`src/design/tcw_pkg.sv`:
```
// Shared types, constants and command/status structs for the text console writer.
// Used by every module of the block but tcw_ram; depends on nothing else.
package tcw_pkg;

   localparam int COLS   = 80;
   localparam int ROWS   = 25;
   localparam int NCELLS = COLS * ROWS;

   localparam int COL_W     = $clog2(COLS);
   localparam int ROW_W     = $clog2(ROWS);
   localparam int ADDR_W    = $clog2(NCELLS);
   localparam int CELL_W    = 16;
   localparam int COLOR_W   = 4;
   localparam int CSR_IDX_W = 2;

   localparam logic [7:0] CH_LF      = 8'd10;
   localparam logic [7:0] CH_CR      = 8'd13;
   localparam logic [7:0] CH_SPACE   = 8'h20;
   localparam logic [7:0] RESET_ATTR = 8'h0A;

   localparam logic [COLOR_W-1:0] RESET_FG = 4'd10;
   localparam logic [COLOR_W-1:0] RESET_BG = 4'd0;

   localparam logic [CSR_IDX_W-1:0] CSR_FG_COLOR = 2'd0;
   localparam logic [CSR_IDX_W-1:0] CSR_BG_COLOR = 2'd1;

   localparam logic [1:0] REQ_PUT       = 2'd0;
   localparam logic [1:0] REQ_BACKSPACE = 2'd1;
   localparam logic [1:0] REQ_READ      = 2'd2;

   typedef struct packed {
      logic [1:0] req_type;
      logic [7:0] char_code;
      logic [6:0] read_col;
      logic [4:0] read_row;
   } tcw_req_type;

   typedef struct packed {
      logic [6:0]  cursor_col;
      logic [4:0]  cursor_row;
      logic [10:0] cursor_offset;
      logic [7:0]  cell_char;
      logic [7:0]  cell_attr;
   } tcw_rsp_type;

   typedef enum logic [3:0] {
      ST_CLEAR,
      ST_IDLE,
      ST_EXEC,
      ST_SCR_RD,
      ST_SCR_WR,
      ST_BLANK,
      ST_SCAN_RD,
      ST_SCAN_CHK,
      ST_FINISH
   } tcw_state_type;

   typedef enum logic [2:0] {
      AD_CURSOR,
      AD_CURSOR_PREV,
      AD_IDX,
      AD_IDX_NEXT_ROW,
      AD_READ
   } tcw_addr_sel_type;

   typedef enum logic [1:0] {
      WD_RESET,
      WD_CHAR,
      WD_SPACE,
      WD_RDATA
   } tcw_wdata_sel_type;

   typedef enum logic [2:0] {
      COL_HOLD,
      COL_ZERO,
      COL_INC,
      COL_DEC,
      COL_LAST,
      COL_SCAN_END
   } tcw_col_op_type;

   typedef enum logic [1:0] {
      ROW_HOLD,
      ROW_INC,
      ROW_DEC
   } tcw_row_op_type;

   typedef enum logic [1:0] {
      IDX_HOLD,
      IDX_ZERO,
      IDX_INC,
      IDX_BLANK
   } tcw_idx_op_type;

   typedef struct packed {
      logic              latch_req;
      logic              hit_load;
      logic              mem_we;
      logic              mem_re;
      tcw_addr_sel_type  addr_sel;
      tcw_wdata_sel_type wdata_sel;
      tcw_col_op_type    col_op;
      tcw_row_op_type    row_op;
      tcw_idx_op_type    idx_op;
      logic              rsp_load;
   } tcw_cmd_type;

   typedef struct packed {
      logic [1:0] req_type;
      logic       is_lf;
      logic       is_cr;
      logic       read_ok;
      logic       col_zero;
      logic       col_last;
      logic       row_zero;
      logic       row_last;
      logic       idx_scroll_end;
      logic       idx_last;
      logic       cell_nonspace;
      logic       slot_free;
   } tcw_status_type;

endpackage

```
`src/design/tcw_ctrl.sv`:
```
// Controller state machine: clearing pass, request sequencing, scroll and backspace scan.
// Depends on tcw_pkg for the state, command and status types.
module tcw_ctrl
   import tcw_pkg::*;
(
   input  logic           clock,
   input  logic           reset,
   input  logic           req_valid,
   output logic           req_ready,
   input  tcw_status_type sts,
   output tcw_cmd_type    cmd
);

   tcw_state_type state_ff, state_in;

   always_ff @(posedge clock) begin
      if (reset) begin
         state_ff <= ST_CLEAR;
      end else begin
         state_ff <= state_in;
      end
   end

   always_comb begin
      state_in      = state_ff;
      req_ready     = 1'b0;
      cmd.latch_req = 1'b0;
      cmd.hit_load  = 1'b0;
      cmd.mem_we    = 1'b0;
      cmd.mem_re    = 1'b0;
      cmd.addr_sel  = AD_CURSOR;
      cmd.wdata_sel = WD_SPACE;
      cmd.col_op    = COL_HOLD;
      cmd.row_op    = ROW_HOLD;
      cmd.idx_op    = IDX_HOLD;
      cmd.rsp_load  = 1'b0;

      case (state_ff)
         ST_CLEAR: begin
            cmd.mem_we    = 1'b1;
            cmd.addr_sel  = AD_IDX;
            cmd.wdata_sel = WD_RESET;
            if (sts.idx_last) begin
               cmd.idx_op = IDX_ZERO;
               state_in   = ST_IDLE;
            end else begin
               cmd.idx_op = IDX_INC;
            end
         end

         ST_IDLE: begin
            req_ready = 1'b1;
            if (req_valid) begin
               cmd.latch_req = 1'b1;
               state_in      = ST_EXEC;
            end
         end

         ST_EXEC: begin
            cmd.hit_load = 1'b1;
            state_in     = ST_FINISH;
            case (sts.req_type)
               REQ_PUT: begin
                  if (sts.is_lf) begin
                     if (sts.row_last) begin
                        cmd.idx_op = IDX_ZERO;
                        state_in   = ST_SCR_RD;
                     end else begin
                        cmd.row_op = ROW_INC;
                     end
                  end else if (sts.is_cr) begin
                     cmd.col_op = COL_ZERO;
                  end else begin
                     cmd.mem_we    = 1'b1;
                     cmd.addr_sel  = AD_CURSOR;
                     cmd.wdata_sel = WD_CHAR;
                     if (sts.col_last) begin
                        cmd.col_op = COL_ZERO;
                        if (sts.row_last) begin
                           cmd.idx_op = IDX_ZERO;
                           state_in   = ST_SCR_RD;
                        end else begin
                           cmd.row_op = ROW_INC;
                        end
                     end else begin
                        cmd.col_op = COL_INC;
                     end
                  end
               end
               REQ_BACKSPACE: begin
                  if (!sts.col_zero) begin
                     cmd.col_op    = COL_DEC;
                     cmd.mem_we    = 1'b1;
                     cmd.addr_sel  = AD_CURSOR_PREV;
                     cmd.wdata_sel = WD_SPACE;
                  end else if (!sts.row_zero) begin
                     // The scan walks the row above from its last column toward column 0.
                     cmd.row_op = ROW_DEC;
                     cmd.col_op = COL_LAST;
                     state_in   = ST_SCAN_RD;
                  end
               end
               REQ_READ: begin
                  if (sts.read_ok) begin
                     cmd.mem_re   = 1'b1;
                     cmd.addr_sel = AD_READ;
                  end
               end
               default: begin
               end
            endcase
         end

         ST_SCR_RD: begin
            cmd.mem_re   = 1'b1;
            cmd.addr_sel = AD_IDX_NEXT_ROW;
            state_in     = ST_SCR_WR;
         end

         ST_SCR_WR: begin
            cmd.mem_we    = 1'b1;
            cmd.addr_sel  = AD_IDX;
            cmd.wdata_sel = WD_RDATA;
            if (sts.idx_scroll_end) begin
               cmd.idx_op = IDX_BLANK;
               state_in   = ST_BLANK;
            end else begin
               cmd.idx_op = IDX_INC;
               state_in   = ST_SCR_RD;
            end
         end

         ST_BLANK: begin
            cmd.mem_we    = 1'b1;
            cmd.addr_sel  = AD_IDX;
            cmd.wdata_sel = WD_SPACE;
            if (sts.idx_last) begin
               state_in = ST_FINISH;
            end else begin
               cmd.idx_op = IDX_INC;
            end
         end

         ST_SCAN_RD: begin
            cmd.mem_re   = 1'b1;
            cmd.addr_sel = AD_CURSOR;
            state_in     = ST_SCAN_CHK;
         end

         ST_SCAN_CHK: begin
            if (sts.cell_nonspace) begin
               cmd.col_op = COL_SCAN_END;
               state_in   = ST_FINISH;
            end else if (sts.col_zero) begin
               state_in = ST_FINISH;
            end else begin
               cmd.col_op = COL_DEC;
               state_in   = ST_SCAN_RD;
            end
         end

         ST_FINISH: begin
            if (sts.slot_free) begin
               cmd.rsp_load = 1'b1;
               req_ready    = 1'b1;
               if (req_valid) begin
                  cmd.latch_req = 1'b1;
                  state_in      = ST_EXEC;
               end else begin
                  state_in = ST_IDLE;
               end
            end
         end

         default: begin
            state_in = ST_IDLE;
         end
      endcase
   end

endmodule

```
`config.mk`:
```
export PLATFORM = sky130hd
export DESIGN_NAME = tcw_ctrl
export DESIGN_NICKNAME = d
export VERILOG_FILES = /design/src/design/tcw_pkg.sv /design/src/design/tcw_ctrl.sv
export SDC_FILE = /design/constraint.sdc
export NUM_CORES = 1
export LEC_CHECK = 0
export BUFFER_PORTS_ARGS = -buffer_cell sky130_fd_sc_hd__buf_4
export CORE_AREA = 2 2 43 45
export CTS_BUF_LIST = sky130_fd_sc_hd__clkbuf_4 sky130_fd_sc_hd__clkbuf_8
export CTS_CLUSTER_DIAMETER = 150
export DETAILED_ROUTE_END_ITERATION = 6
export DIE_AREA = 0 0 45 47
export PLACE_DENSITY = 0.89
export SLEW_MARGIN = 5
export SYNTH_ARGS = -nofsm -noshare
export SYNTH_HDL_FRONTEND = slang
export SYNTH_SLANG_ARGS = --single-unit
```
`constraint.sdc`:
```
create_clock -name clock -period 2.9 [get_ports clock]
set_input_delay 0.725 -clock clock [delete_from_list [all_inputs] [get_ports clock]]
set_output_delay 0.725 -clock clock [all_outputs]
set_load 0.05 [all_outputs]
```
### Word-level counts from Yosys, hierarchy flattened

Cells that the tools add are included.

* bits in registers: 4
* output and inout bits: 18
* logic and storage cells: 77

* eq/ne operators: 14
* mux-type cells: 57
* reduce and logical (&&, ||, !) cells: 5

Operators with widths (number)
* 4-bit two-way mux: 16
* 4-bit one-hot mux with 9 select lines: 1
* 2-bit two-way mux: 9
* 3-bit one-hot mux with 3 select lines: 2
* 4-bit by 3-bit == test with 1-bit output (second input constant): 4
* 3-bit two-way mux: 5
* 7-bit one-hot mux with 2 select lines: 1
* 1-bit two-way mux: 12
* 5-bit two-way mux: 2
* 1-bit one-hot mux with 2 select lines: 5
* 4-bit by 2-bit == test with 1-bit output (second input constant): 2
* 2-bit inequality test (second input constant): 4
* 2-bit one-hot mux with 4 select lines: 1
* 4-bit one-hot mux with 2 select lines: 1
* 2-bit one-hot mux with 3 select lines: 1
* 3-bit one-hot mux with 2 select lines: 1
* 4-bit by 1-bit == test with 1-bit output (second input constant): 1
* 4-bit == test (second input constant): 1
* 4-bit zero test: 1
* 4-bit AND reduction: 1
* 3-bit OR reduction: 1
* 2-bit by 1-bit == test with 1-bit output (second input constant): 1
* 2-bit == test (second input constant): 1
* 2-bit zero test: 1
* 2-bit OR reduction: 1

### Longest topological paths before layout

* depth in word-level cells: 6
* gate-level depth with buffers: 7
* depth with buffers taken out: 6

### Least setup slack after synthesis

Ideal clock, no wire load.

* path kind: reg-to-output
* start point: reg state_ff[3]
* end point: out cmd[16] (netlist bit)
* data arrival time: 2.542 ns
* data required time: 2.175 ns
* slack: -0.367 ns
* stages on the path, launching flop included: 6
* buffers on the path: 1
* path through: dfxtp_1 > clkbuf_1 > nor2b_1 > nand2_1 > a21boi_0 > and2_1

RTL lines
* from (decl): RTL line tcw_ctrl.sv:14 `tcw_state_type state_ff, state_in;`
* from (signal assigned): RTL line tcw_ctrl.sv:20 `state_ff <= state_in;`
* to (decl): RTL line tcw_ctrl.sv:11 `output tcw_cmd_type cmd`

==> metrics.md <==
| Metric | Value |
|---|---|
| Setup CP Type | `reg -> out` |
| Tmin final | `roughly 2.8 ns` |
| Post-route ant nets | `0` |
| Vias per cell | `around 6.2` |
| Die W | `45 um` |
| Vias in the first global route | `approximately 880` |
| Crit. End Element | `output pin` |
| Syn nets | `between 100 and 150` |
| Setup violations, final | `0` |
| Share of cells above drive strength 1 | `around 37%` |
| Placed cells | `about 150` |
| # rows | `15` |
| Post-CTS setup buffers | `0` |
| Max Slew Vio Count | `0` |
| Post-DP HPWL | `roughly 1.8 mm` |
| Clk_lat worst skew | `0.24 ns` |
| Total core area | `0.00165 mm^2` |
| Starting Density | `between 40 and 50%` |
| Clock Skew | `about 0.006 ns` |
| Clock-pin transition on the worst setup and hold timing paths | `roughly 0.04 ns` |
| H-tree levels | `1` |
| Total CTS buffers | `3` |
| Setup TNS Final | `0 ns` |
| Total area of multi-input combinational cells | `between 600 and 700 um^2` |
| Post-synth EDFFs | `0` |
| Critical path startpoint category | `register` |
| Clock share of power | `around a fifth` |
| Internal power | `~0.00019 W` |
| Area delta synth->final | `39.4%` |
| Maximum ir drop on the vdd rail | `about 0.20 mV` |
| Top Metal Used | `met4` |
| Vert. Die Dim | `47 um` |
| Hold depth | `3` |
| Most flops, register | `state_ff` |
| CTS max path bufs | `2` |
| Most frequent cell after synthesis | `nor2_1` |
| Clock Sinks | `4` |
| Hold wc startpoint | `state_ff[3]` |
| WL met3 | `around 170 um` |
| Yosys warning count | `0` |
| WL per Instance | `approximately 15 um` |
| First-pass GRT wire length | `between 3 and 4 mm` |
| Max FFs per register | `4` |
| Yosys cell types | `48` |
| Global route overflow | `0` |
| Largest net degree at the start of global routing | `22` |
| Met1 WL | `around 900 um` |
| Mapped Cells | `~110` |
| Critical path peak fanout | `7` |
| Hold Vio Cnt, Final | `0` |
| Slew HR | `77.5%` |
| Switching power of the nets | `0.000187 W` |
| Final Worst Setup Slack | `0.136 ns` |
| Post-synth top cells | `10 x nor2_1, 8 x a21oi_1, 6 x clkbuf_1, 6 x nor2b_1` |
| Gr usage total | `roughly 24%` |
| Status | `finished, final reports clean` |
| Max Clock Freq | `approximately 360 MHz` |
| Fill count | `160` |
| RR Startpoint | `state_ff[1]` |
| Top Ports | `34` |
| Initial antenna violation count | `0` |
| Total power | `between 0.0003 and 0.0004 W` |
| CTS tree | `built` |
| Combinational Power Share | `between 60% and 70%` |
| FF+latch area | `~80 um^2` |
| Pre-antenna DRT Iters | `4` |
| Yosys top cell by area | `dfxtp_1` |
| Hold buffers post-CTS | `0` |
| WP data arrival | `a little over 2 ns` |
| Power density over the cells | `approximately 360 mW/mm^2` |
| Reg2Reg Depth | `5` |
| Initial DRC Count | `47` |
| IO buf count | `33` |
| Mapped Area | `749 um^2` |
| Mean Syn Cell Area | `between 6 and 7 um^2` |
| Sw Share | `between 40% and 50%` |
| Die ar. | `around 0.0021 mm^2` |
| Main area contributors after synthesis | `dfxtp_1 11%, a21oi_1 5.3%, a211oi_1 5.0%` |
| CP startpoint | `state_ff[2]` |
| Biggest regs | `state_ff (4)` |
| Clk Tree Root Cell | `clkbuf_4` |
| Max_cap viols | `0` |
| Sequential share of power | `16.0%` |
| Most used DFF post-synth | `dfxtp_1` |
| DRC | `0` |
| Worst-Margin Slew | `~0.34 ns` |
| Fin nets | `160` |
| Leakage power | `slightly below 0.5 nW` |
| Sequential element share of the synthesized area | `a little over a tenth` |
| Met2 wire len | `~1.2 mm` |
| Post-CTS sizing | `0` |
| Routed WL | `2.33 mm` |
| Asr flop ratio synth | `0%` |
| R2R Setup Slk | `between 1 and 1.5 ns` |
| Dpl ws | `0.163 ns` |
| Non-filler cells, final | `156` |
| Worst EP required | `approximately 2.2 ns` |
| RSZ-0062 raised after global routing | `no` |
| Top-area cell type share of the netlist area | `approximately a tenth` |
| N_diodes | `0` |
| Synthesized flop and latch total | `4` |
| Worst hold path type | `reg -> reg` |
| RR Endpoint | `state_ff[3]` |
| WHS Endpoint | `state_ff[3]` |
| Gpl congestion | `about 0.8` |
| Total number of vias | `around 970` |
| Final Cycle Share | `95.3%` |
-- cell usage in the layout, fill, tap and decap left out, types with 3 or more instances in the layout --
| cell | instances |
|---|---|
| nor2b_1 | 6 |
| o21ai_0 | 5 |
| clkbuf_4 | 3 |
| nand2b_1 | 3 |
| a21oi_1 | 8 |
| nor3_1 | 4 |
| buf_4 | 37 |
| ha_1 | 3 |
| inv_1 | 5 |
| mux2i_1 | 3 |
| nor2_1 | 10 |
| dfxtp_1 | 4 |
| a211oi_1 | 4 |
| nand3_1 | 4 |
-- how the worst max path moves through the flow --
stage | to | slack, ns | cells past startpoint
detailed placement | cmd[6] | 0.16 | 8
global route | cmd[6] | 0.06 | 5
finish | cmd[6] | 0.14 | 5
global placement | cmd[6] | 0.24 | 8
floorplan | cmd[8] | -0.005 | 5
CTS | cmd[6] | 0.13 | 5
-- through the flow --
stage	util, %	cell area (um^2)	hold slack, ns
floorplan	-	767	0.662
global placement	61.9	1020	0.664
detailed placement	61.9	1020	0.677
CTS	63.3	1040	0.682
global route	63.3	1040	0.701
finish	63.3	1040	0.683
-- kinds of logic (layout without fill, tap and decap cells) --
kind of cell / Yosys count / in the layout / share of synthesized area, %
AND/OR/NAND/NOR: 46 / 46 / 37.2
AO/OA/AOI/OAI: 35 / 35 / 31.7
buffers and inverters: 15 / 46 / 8.85
adder cells (fa/ha/maj): 4 / 4 / 6.34
flip-flops: 4 / 4 / 10.7
multiplexers: 3 / 3 / 4.01
XOR/XNOR: 1 / 1 / 1.17
-- power groups by stage --
stage          sequential (W)  combinational [W]  clock (W)
2_1_floorplan       0.0000616           0.000170          0
3_3_place_gp        0.0000614           0.000240          0
3_5_place_dp        0.0000617           0.000245          0
4_1_cts             0.0000608           0.000247  0.0000723
5_1_grt             0.0000615           0.000262  0.0000743
6_report            0.0000607           0.000248  0.0000716
-- critical path, stage by stage (launching register included) --
cell      delay [ns]
dfxtp_1         0.31
or4b_1          0.66
or3_4           0.41
nand2b_4        0.15
o21ai_2         0.06
buf_4           0.21
-- routing by layer --
| layer | vias up | track usage, % |
|---|---|---|
| li1 | 458 | - |
| met1 | 450 | 27.1 |
| met2 | 60 | 43.1 |
| met3 | 5 | 3.85 |
| met4 | 0 | 13.5 |
| met5 | - | 0 |
-- area by class of cell --
cell class              instances  share of cell area [%]
clock buffers                   3                    2.16
inverters                       6                    2.16
multi-input cells              89                    59.4
flip-flops and latches          4                    7.66
well taps                      17                    2.04
repair buffers                 37                    26.6
(Power assumes the default switching activity.)
